File: src/hdl/rwcp_pkg.sv
// Shared types and codes for the RIFF/WAVE chunk parser.
// No dependencies; every other file of the parser but rwcp_div imports this package.
`timescale 1ns / 1ps

package rwcp_pkg;

  // Parse status codes as seen on parse_status
  localparam logic [2:0] ST_PARSING  = 3'd0;
  localparam logic [2:0] ST_COMPLETE = 3'd1;
  localparam logic [2:0] ST_NOT_RIFF = 3'd2;
  localparam logic [2:0] ST_NOT_WAVE = 3'd3;
  localparam logic [2:0] ST_NO_DATA  = 3'd4;

  localparam int unsigned DurW = 42;

  // One parsed byte's result, less the duration, which the back end adds
  typedef struct packed {
    logic        start_div;       // this byte made the status complete
    logic        pcm_valid;
    logic [7:0]  pcm_byte;
    logic [2:0]  parse_status;
    logic [15:0] format_tag;
    logic [15:0] channel_count;
    logic [31:0] sample_rate;
    logic [31:0] avg_byte_rate;
    logic [15:0] block_align;
    logic [15:0] bits_per_sample;
    logic [31:0] data_size;
  } rwcp_rec_t;

endpackage

File: src/hdl/rwcp_front.sv
// Front end of the parser: byte-wise RIFF/WAVE chunk walk and format capture.
// Depends on rwcp_pkg for the status codes and the result record type.
`timescale 1ns / 1ps

module rwcp_front
  import rwcp_pkg::*;
(
  input  logic      clk_i,
  input  logic      rst_ni,
  input  logic      take_i,         // byte transfer this cycle
  input  logic [7:0] data_byte_i,
  input  logic      file_start_i,
  output rwcp_rec_t rec_o
);

  localparam logic [2:0] PH_RIFF = 3'd0;
  localparam logic [2:0] PH_RLEN = 3'd1;
  localparam logic [2:0] PH_WAVE = 3'd2;
  localparam logic [2:0] PH_CID  = 3'd3;
  localparam logic [2:0] PH_CLEN = 3'd4;
  localparam logic [2:0] PH_BODY = 3'd5;
  localparam logic [2:0] PH_PAD  = 3'd6;
  localparam logic [2:0] PH_DONE = 3'd7;

  localparam logic [1:0] KIND_OTHER = 2'd0;
  localparam logic [1:0] KIND_FMT   = 2'd1;
  localparam logic [1:0] KIND_DATA  = 2'd2;
  localparam logic [1:0] KIND_FACT  = 2'd3;

  localparam logic [31:0] TAG_RIFF = 32'h4646_4952;
  localparam logic [31:0] TAG_WAVE = 32'h4556_4157;
  localparam logic [31:0] TAG_FMT  = 32'h2074_6D66;
  localparam logic [31:0] TAG_DATA = 32'h6174_6164;
  localparam logic [31:0] TAG_FACT = 32'h7463_6166;

  logic [2:0]  phase_q, phase_d, ph;
  logic [1:0]  biw_q, biw_d, biw;
  logic [31:0] ws_q, ws_d, ws;
  logic [31:0] rend_q, rend_d, rend;
  logic [31:0] wo_q, wo_d, wo;
  logic [31:0] crem_q, crem_d, crem;
  logic [1:0]  kind_q, kind_d, kind;
  logic        pad_q, pad_d, pad;
  logic [7:0]  fmt_q [16];
  logic [7:0]  fmt_d [16];
  logic [31:0] dlen_q, dlen_d, dlen;
  logic [2:0]  st_q, st_d, st;
  logic        valid;
  logic [31:0] idx;
  logic [31:0] wo_inc;

  // Step logic: start from the current state, or the cleared state on file start
  always_comb begin
    ph   = file_start_i ? PH_RIFF    : phase_q;
    biw  = file_start_i ? 2'd0       : biw_q;
    ws   = file_start_i ? 32'd0      : ws_q;
    rend = file_start_i ? 32'd0      : rend_q;
    wo   = file_start_i ? 32'd0      : wo_q;
    crem = file_start_i ? 32'd0      : crem_q;
    kind = file_start_i ? KIND_OTHER : kind_q;
    pad  = file_start_i ? 1'b0       : pad_q;
    dlen = file_start_i ? 32'd0      : dlen_q;
    st   = file_start_i ? ST_PARSING : st_q;
    for (int i = 0; i < 16; i++) begin
      fmt_d[i] = file_start_i ? 8'd0 : fmt_q[i];
    end

    phase_d = ph;
    biw_d   = biw;
    ws_d    = ws;
    rend_d  = rend;
    wo_d    = wo;
    crem_d  = crem;
    kind_d  = kind;
    pad_d   = pad;
    dlen_d  = dlen;
    st_d    = st;
    valid   = 1'b0;
    wo_inc  = wo + 32'd1;
    idx     = ws - crem;

    unique case (ph)
      PH_RIFF, PH_RLEN, PH_WAVE, PH_CID, PH_CLEN: begin
        if (ph == PH_CID || ph == PH_CLEN) begin
          wo_d = wo_inc;
        end
        ws_d  = {data_byte_i, ws[31:8]};
        biw_d = biw + 2'd1;
        if (biw_d == 2'd0) begin
          unique case (ph)
            PH_RIFF: begin
              if (ws_d != TAG_RIFF) begin
                st_d    = ST_NOT_RIFF;
                phase_d = PH_DONE;
              end else begin
                phase_d = PH_RLEN;
              end
            end
            PH_RLEN: begin
              rend_d  = ws_d - 32'd4;
              phase_d = PH_WAVE;
            end
            PH_WAVE: begin
              if (ws_d != TAG_WAVE) begin
                st_d    = ST_NOT_WAVE;
                phase_d = PH_DONE;
              end else begin
                wo_d = 32'd0;
                if (rend != 32'd0) begin
                  phase_d = PH_CID;
                end else begin
                  st_d    = ST_NO_DATA;
                  phase_d = PH_DONE;
                end
              end
            end
            PH_CID: begin
              if (ws_d == TAG_FMT) kind_d = KIND_FMT;
              else if (ws_d == TAG_DATA) kind_d = KIND_DATA;
              else if (ws_d == TAG_FACT) kind_d = KIND_FACT;
              else kind_d = KIND_OTHER;
              phase_d = PH_CLEN;
            end
            default: begin
              // chunk length word
              crem_d = ws_d;
              pad_d  = ws_d[0];
              if (kind == KIND_DATA) begin
                dlen_d = ws_d;
              end
              if (ws_d == 32'd0) begin
                // empty chunk, no pad: go on with the walk, or stop with no data past the RIFF end
                if (wo_d < rend) begin
                  phase_d = PH_CID;
                end else begin
                  st_d    = ST_NO_DATA;
                  phase_d = PH_DONE;
                end
              end else begin
                phase_d = PH_BODY;
              end
            end
          endcase
        end
      end
      PH_BODY: begin
        wo_d = wo_inc;
        if (kind == KIND_FMT && idx[31:4] == 28'd0) begin
          fmt_d[idx[3:0]] = data_byte_i;
        end
        valid  = (kind == KIND_DATA);
        crem_d = crem - 32'd1;
        if (crem_d == 32'd0) begin
          if (kind == KIND_DATA) begin
            st_d    = ST_COMPLETE;
            phase_d = PH_DONE;
          end else if (pad) begin
            phase_d = PH_PAD;
          end else if (wo_inc < rend) begin
            phase_d = PH_CID;
            biw_d   = 2'd0;
          end else begin
            st_d    = ST_NO_DATA;
            phase_d = PH_DONE;
          end
        end
      end
      PH_PAD: begin
        wo_d = wo_inc;
        if (wo_inc < rend) begin
          phase_d = PH_CID;
          biw_d   = 2'd0;
        end else begin
          st_d    = ST_NO_DATA;
          phase_d = PH_DONE;
        end
      end
      default: begin
        // final status reached: bytes are ignored until file start
      end
    endcase
  end

  // Result record for this byte
  always_comb begin
    rec_o.start_div       = (st_d == ST_COMPLETE) && (st != ST_COMPLETE);
    rec_o.pcm_valid       = valid;
    rec_o.pcm_byte        = valid ? data_byte_i : 8'd0;
    rec_o.parse_status    = st_d;
    rec_o.format_tag      = {fmt_d[1], fmt_d[0]};
    rec_o.channel_count   = {fmt_d[3], fmt_d[2]};
    rec_o.sample_rate     = {fmt_d[7], fmt_d[6], fmt_d[5], fmt_d[4]};
    rec_o.avg_byte_rate   = {fmt_d[11], fmt_d[10], fmt_d[9], fmt_d[8]};
    rec_o.block_align     = {fmt_d[13], fmt_d[12]};
    rec_o.bits_per_sample = {fmt_d[15], fmt_d[14]};
    rec_o.data_size       = dlen_d;
  end

  // Parse state registers, updated on each byte transfer
  always_ff @(posedge clk_i or negedge rst_ni) begin
    if (!rst_ni) begin
      phase_q <= PH_RIFF;
      biw_q   <= 2'd0;
      ws_q    <= 32'd0;
      rend_q  <= 32'd0;
      wo_q    <= 32'd0;
      crem_q  <= 32'd0;
      kind_q  <= KIND_OTHER;
      pad_q   <= 1'b0;
      dlen_q  <= 32'd0;
      st_q    <= ST_PARSING;
      for (int i = 0; i < 16; i++) begin
        fmt_q[i] <= 8'd0;
      end
    end else if (take_i) begin
      phase_q <= phase_d;
      biw_q   <= biw_d;
      ws_q    <= ws_d;
      rend_q  <= rend_d;
      wo_q    <= wo_d;
      crem_q  <= crem_d;
      kind_q  <= kind_d;
      pad_q   <= pad_d;
      dlen_q  <= dlen_d;
      st_q    <= st_d;
      for (int i = 0; i < 16; i++) begin
        fmt_q[i] <= fmt_d[i];
      end
    end
  end

endmodule

File: src/hdl/rwcp_queue.sv
// Small FIFO of parsed result records between front and back ends.
// Depends on rwcp_pkg for the record type.
`timescale 1ns / 1ps

module rwcp_queue
  import rwcp_pkg::*;
#(
  parameter int unsigned Depth = 2
) (
  input  logic      clk_i,
  input  logic      rst_ni,
  input  logic      push_i,
  input  rwcp_rec_t push_rec_i,
  input  logic      pop_i,
  output rwcp_rec_t head_o,
  output logic      empty_o,
  output logic      full_o
);

  localparam int unsigned PtrW = (Depth > 1) ? $clog2(Depth) : 1;
  localparam int unsigned CntW = $clog2(Depth + 1);

  rwcp_rec_t       entry_q [Depth];
  logic [PtrW-1:0] wr_ptr_q, rd_ptr_q;
  logic [CntW-1:0] cnt_q;

  assign empty_o = (cnt_q == '0);
  assign full_o  = (cnt_q == CntW'(Depth));
  assign head_o  = entry_q[rd_ptr_q];

  // Entry storage
  always_ff @(posedge clk_i) begin
    if (push_i) begin
      entry_q[wr_ptr_q] <= push_rec_i;
    end
  end

  // Pointers and fill count
  always_ff @(posedge clk_i or negedge rst_ni) begin
    if (!rst_ni) begin
      wr_ptr_q <= '0;
      rd_ptr_q <= '0;
      cnt_q    <= '0;
    end else begin
      if (push_i) begin
        wr_ptr_q <= (wr_ptr_q == PtrW'(Depth - 1)) ? '0 : wr_ptr_q + PtrW'(1);
      end
      if (pop_i) begin
        rd_ptr_q <= (rd_ptr_q == PtrW'(Depth - 1)) ? '0 : rd_ptr_q + PtrW'(1);
      end
      if (push_i && !pop_i) begin
        cnt_q <= cnt_q + CntW'(1);
      end else if (pop_i && !push_i) begin
        cnt_q <= cnt_q - CntW'(1);
      end
    end
  end

endmodule

File: src/hdl/rwcp_div.sv
// Duration unit: data length times 1000, then a radix-2 restoring divide
// by the average byte rate. Self-contained; no package needed.
`timescale 1ns / 1ps

module rwcp_div (
  input  logic        clk_i,
  input  logic        rst_ni,
  input  logic        start_i,
  input  logic [31:0] length_i,
  input  logic [31:0] rate_i,
  output logic        done_o,
  output logic [41:0] quot_o
);

  localparam logic [1:0] S_IDLE = 2'd0;
  localparam logic [1:0] S_MUL  = 2'd1;
  localparam logic [1:0] S_RUN  = 2'd2;

  localparam logic [9:0] MS_PER_S = 10'd1000;
  localparam logic [5:0] LAST_STEP = 6'd41;

  logic [1:0]  state_q;
  logic [31:0] len_q;
  logic [31:0] rate_q;
  logic [41:0] quo_q;
  logic [32:0] rem_q;
  logic [5:0]  step_q;
  logic        done_q;
  logic [32:0] rem_sh;
  logic        fits;

  // One quotient bit per step
  assign rem_sh = {rem_q[31:0], quo_q[41]};
  assign fits   = (rem_sh >= {1'b0, rate_q});

  assign done_o = done_q;
  assign quot_o = (rate_q == 32'd0) ? 42'd0 : quo_q;

  always_ff @(posedge clk_i or negedge rst_ni) begin
    if (!rst_ni) begin
      state_q <= S_IDLE;
      step_q  <= 6'd0;
      done_q  <= 1'b0;
    end else begin
      done_q <= 1'b0;
      unique case (state_q)
        S_IDLE: begin
          if (start_i) state_q <= S_MUL;
        end
        S_MUL: begin
          step_q  <= 6'd0;
          state_q <= S_RUN;
        end
        S_RUN: begin
          step_q <= step_q + 6'd1;
          if (step_q == LAST_STEP) begin
            state_q <= S_IDLE;
            done_q  <= 1'b1;
          end
        end
        default: state_q <= S_IDLE;
      endcase
    end
  end

  // Datapath
  always_ff @(posedge clk_i) begin
    if (state_q == S_IDLE && start_i) begin
      len_q  <= length_i;
      rate_q <= rate_i;
    end else if (state_q == S_MUL) begin
      quo_q <= 42'(len_q) * 42'(MS_PER_S);
      rem_q <= 33'd0;
    end else if (state_q == S_RUN) begin
      rem_q <= fits ? rem_sh - {1'b0, rate_q} : rem_sh;
      quo_q <= {quo_q[40:0], fits};
    end
  end

endmodule

File: src/hdl/rwcp_back.sv
// Back end: drains the record queue into the output register and adds the
// duration, computed once per file by rwcp_div. Depends on rwcp_pkg.
`timescale 1ns / 1ps

module rwcp_back
  import rwcp_pkg::*;
(
  input  logic            clk_i,
  input  logic            rst_ni,
  input  rwcp_rec_t       head_i,
  input  logic            head_valid_i,
  output logic            pop_o,
  output logic            out_valid_o,
  input  logic            out_ready_i,
  output rwcp_rec_t       out_rec_o,
  output logic [DurW-1:0] out_dur_o
);

  logic            busy_q;
  logic            res_rdy_q;
  rwcp_rec_t       hold_q;
  logic [DurW-1:0] dur_q;
  logic            out_valid_q;
  rwcp_rec_t       out_rec_q;
  logic [DurW-1:0] out_dur_q;
  logic            out_free;
  logic            load_head;
  logic            load_hold;
  logic            start_div;
  logic            div_done;
  logic [DurW-1:0] div_quot;

  assign out_free  = !out_valid_q || out_ready_i;
  assign pop_o     = head_valid_i && !busy_q && (head_i.start_div || out_free);
  assign start_div = pop_o && head_i.start_div;
  assign load_head = pop_o && !head_i.start_div;
  assign load_hold = busy_q && res_rdy_q && out_free;

  assign out_valid_o = out_valid_q;
  assign out_rec_o   = out_rec_q;
  assign out_dur_o   = out_dur_q;

  rwcp_div u_div (
    .clk_i    (clk_i),
    .rst_ni   (rst_ni),
    .start_i  (start_div),
    .length_i (head_i.data_size),
    .rate_i   (head_i.avg_byte_rate),
    .done_o   (div_done),
    .quot_o   (div_quot)
  );

  // Completion record waits here while the duration is computed
  always_ff @(posedge clk_i) begin
    if (start_div) begin
      hold_q <= head_i;
    end
  end

  // Control and stored duration
  always_ff @(posedge clk_i or negedge rst_ni) begin
    if (!rst_ni) begin
      busy_q    <= 1'b0;
      res_rdy_q <= 1'b0;
      dur_q     <= '0;
    end else begin
      if (start_div) begin
        busy_q <= 1'b1;
      end else if (load_hold) begin
        busy_q    <= 1'b0;
        res_rdy_q <= 1'b0;
      end
      if (div_done) begin
        dur_q     <= div_quot;
        res_rdy_q <= 1'b1;
      end
    end
  end

  // Output register
  always_ff @(posedge clk_i or negedge rst_ni) begin
    if (!rst_ni) begin
      out_valid_q <= 1'b0;
    end else if (load_head || load_hold) begin
      out_valid_q <= 1'b1;
    end else if (out_ready_i) begin
      out_valid_q <= 1'b0;
    end
  end

  always_ff @(posedge clk_i) begin
    if (load_hold) begin
      out_rec_q <= hold_q;
      out_dur_q <= dur_q;
    end else if (load_head) begin
      out_rec_q <= head_i;
      out_dur_q <= (head_i.parse_status == ST_COMPLETE) ? dur_q : '0;
    end
  end

endmodule

File: src/hdl/riff_wave_chunk_parser.sv
// Top level of the RIFF/WAVE chunk parser: front end, record queue, back end.
// Depends on rwcp_pkg, rwcp_front, rwcp_queue, rwcp_back (with rwcp_div).
//
//   channel | signals                                  | direction
//   --------+------------------------------------------+----------
//   input   | in_valid_i/in_ready_o, data_byte_i,      | in
//           | file_start_i                             |
//   result  | out_valid_o/out_ready_i, pcm_*, status,  | out
//           | format fields, data_size, duration_ms    |
//
// One byte per cycle while the queue has room: the front end parses each byte
// transfer combinationally and queues its result record, and the record then
// passes through the output register. The byte that completes a data chunk
// waits in the back end after it leaves the queue (one multiply step, 42 divide
// steps, one result latch, one load); later bytes then back up in the
// QueueDepth-entry queue and stall the input once it is full.
// Reset is asynchronous and clears all parse state at once; no clearing pass.
`timescale 1ns / 1ps

module riff_wave_chunk_parser
  import rwcp_pkg::*;
#(
  parameter int unsigned QueueDepth = 4
) (
  input  logic        clk_i,
  input  logic        rst_ni,
  input  logic        in_valid_i,
  output logic        in_ready_o,
  input  logic [7:0]  data_byte_i,
  input  logic        file_start_i,
  output logic        out_valid_o,
  input  logic        out_ready_i,
  output logic        pcm_valid_o,
  output logic [7:0]  pcm_byte_o,
  output logic [2:0]  parse_status_o,
  output logic [15:0] format_tag_o,
  output logic [15:0] channel_count_o,
  output logic [31:0] sample_rate_o,
  output logic [31:0] avg_byte_rate_o,
  output logic [15:0] block_align_o,
  output logic [15:0] bits_per_sample_o,
  output logic [31:0] data_size_o,
  output logic [41:0] duration_ms_o
);

  logic      take;
  rwcp_rec_t front_rec;
  rwcp_rec_t head_rec;
  rwcp_rec_t out_rec;
  logic      q_empty;
  logic      q_full;
  logic      q_pop;

  assign in_ready_o = !q_full;
  assign take       = in_valid_i && in_ready_o;

  rwcp_front u_front (
    .clk_i        (clk_i),
    .rst_ni       (rst_ni),
    .take_i       (take),
    .data_byte_i  (data_byte_i),
    .file_start_i (file_start_i),
    .rec_o        (front_rec)
  );

  rwcp_queue #(
    .Depth (QueueDepth)
  ) u_queue (
    .clk_i      (clk_i),
    .rst_ni     (rst_ni),
    .push_i     (take),
    .push_rec_i (front_rec),
    .pop_i      (q_pop),
    .head_o     (head_rec),
    .empty_o    (q_empty),
    .full_o     (q_full)
  );

  rwcp_back u_back (
    .clk_i        (clk_i),
    .rst_ni       (rst_ni),
    .head_i       (head_rec),
    .head_valid_i (!q_empty),
    .pop_o        (q_pop),
    .out_valid_o  (out_valid_o),
    .out_ready_i  (out_ready_i),
    .out_rec_o    (out_rec),
    .out_dur_o    (duration_ms_o)
  );

  assign pcm_valid_o       = out_rec.pcm_valid;
  assign pcm_byte_o        = out_rec.pcm_byte;
  assign parse_status_o    = out_rec.parse_status;
  assign format_tag_o      = out_rec.format_tag;
  assign channel_count_o   = out_rec.channel_count;
  assign sample_rate_o     = out_rec.sample_rate;
  assign avg_byte_rate_o   = out_rec.avg_byte_rate;
  assign block_align_o     = out_rec.block_align;
  assign bits_per_sample_o = out_rec.bits_per_sample;
  assign data_size_o       = out_rec.data_size;

`ifndef SYNTHESIS
  // A duration is only ever reported with a complete status
  a_dur_complete: assert property (@(posedge clk_i) disable iff (!rst_ni)
    out_valid_o && duration_ms_o != 42'd0 |-> parse_status_o == ST_COMPLETE)
    else $error("duration reported without complete status");

  // Payload bytes only come out while parsing or on the completing byte
  a_pcm_status: assert property (@(posedge clk_i) disable iff (!rst_ni)
    out_valid_o && pcm_valid_o |->
      parse_status_o == ST_PARSING || parse_status_o == ST_COMPLETE)
    else $error("payload byte with a failure status");

  // A byte without payload carries a zero byte
  a_pcm_zero: assert property (@(posedge clk_i) disable iff (!rst_ni)
    out_valid_o && !pcm_valid_o |-> pcm_byte_o == 8'd0)
    else $error("pcm byte not cleared");

  // The queue is never popped while empty
  a_no_underflow: assert property (@(posedge clk_i) disable iff (!rst_ni)
    q_empty |-> !q_pop)
    else $error("record queue popped while empty");
`endif

endmodule
File: config.mk
export PLATFORM = sky130hd
export DESIGN_NAME = riff_wave_chunk_parser
export DESIGN_NICKNAME = d
export VERILOG_FILES = /design/src/hdl/rwcp_pkg.sv /design/src/hdl/rwcp_front.sv /design/src/hdl/rwcp_queue.sv /design/src/hdl/rwcp_div.sv /design/src/hdl/rwcp_back.sv /design/src/hdl/riff_wave_chunk_parser.sv
export SDC_FILE = /design/constraint.sdc
export NUM_CORES = 2
export LEC_CHECK = 0
export BUFFER_PORTS_ARGS = -buffer_cell sky130_fd_sc_hd__buf_4
export CAP_MARGIN = 10
export CORE_MARGIN = 2
export CORE_UTILIZATION = 45
export DETAILED_ROUTE_END_ITERATION = 7
export GPL_TIMING_DRIVEN = 0
export SYNTH_ARGS = -nofsm -noshare
export SYNTH_HDL_FRONTEND = slang
export SYNTH_HIERARCHICAL = 1
export SYNTH_SLANG_ARGS = --single-unit
File: constraint.sdc
create_clock -name clk_i -period 32.4 [get_ports clk_i]
set_clock_uncertainty 0.05 [all_clocks]
set_input_delay 3.24 -clock clk_i [delete_from_list [all_inputs] [get_ports clk_i]]
set_output_delay 3.24 -clock clk_i [all_outputs]
set_load 0.02 [all_outputs]
# Word level (Yosys, flattened, before mapping)
# Memories as Yosys holds them, arrays and structs flattened.
# Index checks and enable logic that the tools add are counted.
# totals
reg_bits,884
latch_bits,0
ramBits,692
mem_bits_ro,0
in_bits,13
out_inout_bits,216
word_cells,269
n_memories,1
# mem_list
memory,depth,word_bits,rd,rd_clocked_by_memory_dff,write_ports,line,rtl
u_queue.entry_q,4,173,1,0,1,rwcp_queue.sv:23,rwcp_rec_t entry_q [Depth];
# op_classes
add_sub_neg,11
mul,1
div_mod_pow,0
magnitude_cmp,5
n_eq_ne,25
shift,0
muxes,116
n_bitwise,2
reduce_logical,46
# op_table
op,n
$mux 32,22
$mux 172,2
$mux 128,2
$mux 42,6
$mux 8,18
$bwmux 128,1
$pmux 32 s2,2
$logic_not 32->1,3
$mux 3,24
$eq 32x31->1 const B,2
$lt 32x32->1,2
$ne 32x31->1 const B,2
$sub 32x32->32,2
$mul 32x7->39 const B,1
$ge 33x32->1,1
$add 32x1->32 const B,1
$demux 8 s4,1
$eq 32x30->1 const B,1
$mux 2,16
$reduce_bool 32->1,1
$sub 32x1->32 const B,1
$sub 32x3->32 const B,1
$logic_not 28->1,1
$pmux 3 s3,3
31 further kinds,90

# Depth between registers and ports, before layout
# depth
depth_word,13
ltp_mapped,29

# Hierarchy
# Netlist, hierarchy kept.
# by_module_without_submodules
mod,n_inst,cells_per_inst,area_per_inst_um2,seq_area_each_um2
rwcp_queue,1,941,25394.4,20955.1
rwcp_front,1,2797,23294.8,7482.2
rwcp_back,1,735,16572.1,12777.3
rwcp_div,1,1241,13111.3,4369.2
riff_wave_chunk_parser,1,3,13.8,0.0

# Worst setup path before layout
# Ideal clock, no wire load.
# synth_timing
path_type,input port to flip-flop
start,input port out_ready_i
end,register u_back.out_dur_q[0] (netlist: u_back/out_dur_o[0]) (enable)
setup_time_ns,0.794
arrival_time_ns,12.173
path_slack_ns,19.383
stages,2
path_buffers,0
path_cell_list,nor2b_4 > nor2_1
# synth_via
elab_chain_cells,5
# synth_rtl
item,line,rtl
"start, declared",riff_wave_chunk_parser.sv:32,"input logic out_ready_i,"
$logic_or 1x1->1 (*),rwcp_back.sv:33,assign out_free = !out_valid_q || out_ready_i;
$logic_or 1x1->1,rwcp_back.sv:34,assign pop_o = head_valid_i && !busy_q && (head_i.start_div || out_free);
$logic_and 1x1->1,rwcp_back.sv:34,
$logic_and 1x1->1,rwcp_back.sv:36,assign load_head = pop_o && !head_i.start_div;
$reduce_bool 2->1 (no source line) (*),-,
"end signal, assigned",rwcp_back.sv:94,out_dur_q <= dur_q;
"end signal, assigned",rwcp_back.sv:97,out_dur_q <= (head_i.parse_status == ST_COMPLETE) ? dur_q : '0;
"end, declared",rwcp_back.sv:25,logic [DurW-1:0] out_dur_q;
# Every way passes the cells marked *; elsewhere a longest branch is shown, timed or not.
# A chain may end at the register's enable or synchronous reset.

==> reports/qor.yml <==
status: "finished clean"
synth_cells: 5714
setup_slack_ns: 17.81
nFillCells: 14813
grt_pass1_wl_um: 329000
period_share_pct: 45.0
gr-usage-met2_pct: 38.6
tns_ns: 0
tritoncts: "yes"
root_buffer: "clkbuf_16"
slew-limit-headroom_pct: 8.28
cp_data_arrival_time_ns: 15.08
drive_gt1_share_pct: 18.0
final_util_pct: 51.5
finalPower_w: 0.00859
post-place-ws_ns: 17.52
worst_pin_slew_ns: 1.38
peakVddDrop_mv: 0.0659
num_io_pins: 229
switching_share_pct: 37.6
grtUsageMet1_pct: 33.6
place_area_um2: 83700
synthToLayoutAreaGrowth_pct: 14.0
cts_buffers: 166
avgSynthCellArea_um2: 13.7
drc: 0
postCtsSetupBuffers: 0
grt_util_all_layers_pct: 24.6
htree_num_levels: 4
routed_wl_um: 220000
path_class: "input port to register"
ctsHoldBuffers: 0
dieArea_um2: 177000
grt_overflow: 0
required_ns: 32.89
met3_usage_pct: 4.20
core_um2: 173000
crit_fanout: 10
wl_per_cell_um: 25.6
rsz0062_at_grt: "false"
cts_buffer_depth: 3
leakagePower_nw: 34.1
cts.sinks: 1576
p_sw_w: 0.00323
dieHeight_um: 421
seq_power_share_pct: 34.4
clk_pin_slew_ns: 0.07
finalHoldViolCount: 0
die_w_um: 421
drt_iter0_drc: 4606
setup_viol: 0
end_kind: "register"
period_minus_slack_ns: 14.59
stdcell_area_um2: 89300
power_density_nw_per_um2: 96.2
grt_max_degree: 107
post_cts_resized: 0
viasPerCell: 5.85
fin_nets: 6505
fmax_mhz: 68.6
cell_internal_pwr_w: 0.00536
netlist_area_um2: 78300
p_clk_share_pct: 22.5
hp-class: "register to register"
grt.busiest_layer: "met2"
yosys_warnings: 6
power_frac_comb_pct: 43.1
initial_core_util_pct: 45.2
gp_congestion: 0.953
detailed_place_hpwl_um: 157000
portBuffers: 224
cp-start-kind: "input port"
rows: 153
ant_nets: 0
antenna_found_initial: 4
firstDrtPassIters: 8
drv_cap: 0
syn_nets: 6077
vias: 50375
clkLatencyLatePin_ns: 0.84
grt_pass1_vias: 50566
slew_viol_final: 0
state kept, by name, indices dropped and copies added, names as in the netlist, 3 cells and up:
signal and cells:
u_back/dur_q 42, u_back/hold_q 172, u_back/out_dur_o 42, u_back/out_rec_o 172, u_back/u_div/len_q 32, u_back/u_div/quo_q 42, u_back/u_div/rate_q 32, u_back/u_div/rem_q 32
u_back/u_div/step_q 6, u_front/crem_q 32, u_front/dlen_q 32, u_front/fmt_q 128, u_front/phase_q 3, u_front/rend_q 32, u_front/st_q 3, u_front/wo_q 32
u_front/ws_q 32, u_queue/cnt_q 3, u_queue/entry_q 692
path summary, 6_finish.rpt:
| kind | from | to | slack (ns) | cells after the start |
|---|---|---|---|---|
| max | file_start_i | u_queue/entry_q[0][61]$_DFFE_PP_ | 17.81 | 24 |
| min | u_front/pad_q$_DFFE_PN0P_ | u_front/pad_q$_DFFE_PN0P_ | 0.44 | 2 |
| max reg2reg | u_front/wo_q[0]$_DFFE_PN0P_ | u_queue/entry_q[2][172]$_DFFE_PP_ | 25.51 | 22 |
| min reg2reg | u_front/pad_q$_DFFE_PN0P_ | u_front/pad_q$_DFFE_PN0P_ | 0.44 | 2 |
| max in group asynchronous | rst_ni | u_front/fmt_q[105]$_DFFE_PN0P_ | 28.43 | 3 |
| min in group asynchronous | rst_ni | u_back/dur_q[7]$_DFFE_PN0P_ | 2.35 | 1 |
layer usage:
layer / vias up / part of all wire [%]
met5: - / 0
met1: 25552 / 42
met3: 459 / 6.5
met2: 1868 / 46
met4: 0 / 5.2
li1: 22496 / -
power by group through the flow:
stage | Clock [W] | Combinational [W] | Sequential (W)
floorplan | 0 | 0.00252 | 0.00305
global placement | 0 | 0.00360 | 0.00310
detailed placement | 0 | 0.00367 | 0.00299
CTS | 0.00198 | 0.00369 | 0.00295
global route | 0.00206 | 0.00403 | 0.00299
finish | 0.00193 | 0.00370 | 0.00295
critical path: stages:
cell       delay, ns
buf_4           0.14
clkbuf_1        0.90
clkbuf_1        0.87
clkbuf_1        0.86
buf_2           0.55
buf_1           0.72
buf_1           0.62
clkbuf_1        0.99
buf_1           0.82
buf_1           0.65
nor2_1          0.23
ha_1            0.35
clkbuf_1        0.23
a21oi_1         0.34
o21ai_0         0.16
a211oi_1        0.54
a31oi_1         0.22
a2111oi_0       0.44
o211a_1         0.26
nand4_2         0.33
nor3_2          0.70
clkbuf_1        0.43
nor3b_1         0.13
a21o_1          0.26
cell usage in the layout (no fill, tap or decap), types with 28 or more instances in the layout:
cell type  count
edfxtp_1    1216
nand2_1      413
dfrtp_1      360
clkbuf_1     275
inv_1        266
nor2_1       257
buf_4        231
ha_1         229
a21oi_1      224
o21ai_0      201
a21o_1       186
mux4_2       173
clkbuf_16    167
mux2_4       161
nor3b_1      138
a221o_1      135
mux2_2       127
fa_1         121
nor2b_1       97
xnor2_1       90
and2_1        70
nor3_1        69
nand3_1       60
xor2_1        54
nand4_1       50
buf_2         49
a22oi_1       48
nor4_1        46
o21ai_1       38
clkinv_2      34
o22ai_1       29
clkinv_1      28
o2bb2ai_1     28
nand2b_1      28
mux2i_1       28
layout make-up:
type / instances / area [um2] / share of cell area [%]
Antenna cell: 1 / 2.50 / 0.00280
Buffer: 358 / 1860 / 2.09
Clock buffer: 208 / 4400 / 4.93
Clock inverter: 104 / 1180 / 1.32
Inverter: 268 / 1010 / 1.13
Multi-Input combinational cell: 3512 / 30000 / 33.6
Sequential cell: 1576 / 45500 / 51.0
Tap cell: 2325 / 2910 / 3.26
Timing Repair Buffer: 260 / 2450 / 2.74
stage by stage:
| step | instances | hold slack, ns |
|---|---|---|
| CTS | 8611 | 0.440 |
| global route | 8611 | 0.463 |
| floorplan | 5714 | 0.400 |
| global placement | 8263 | 0.422 |
| finish | 8612 | 0.441 |
| detailed placement | 8299 | 0.424 |
Note: power is estimated with default switching activity, not from simulation.
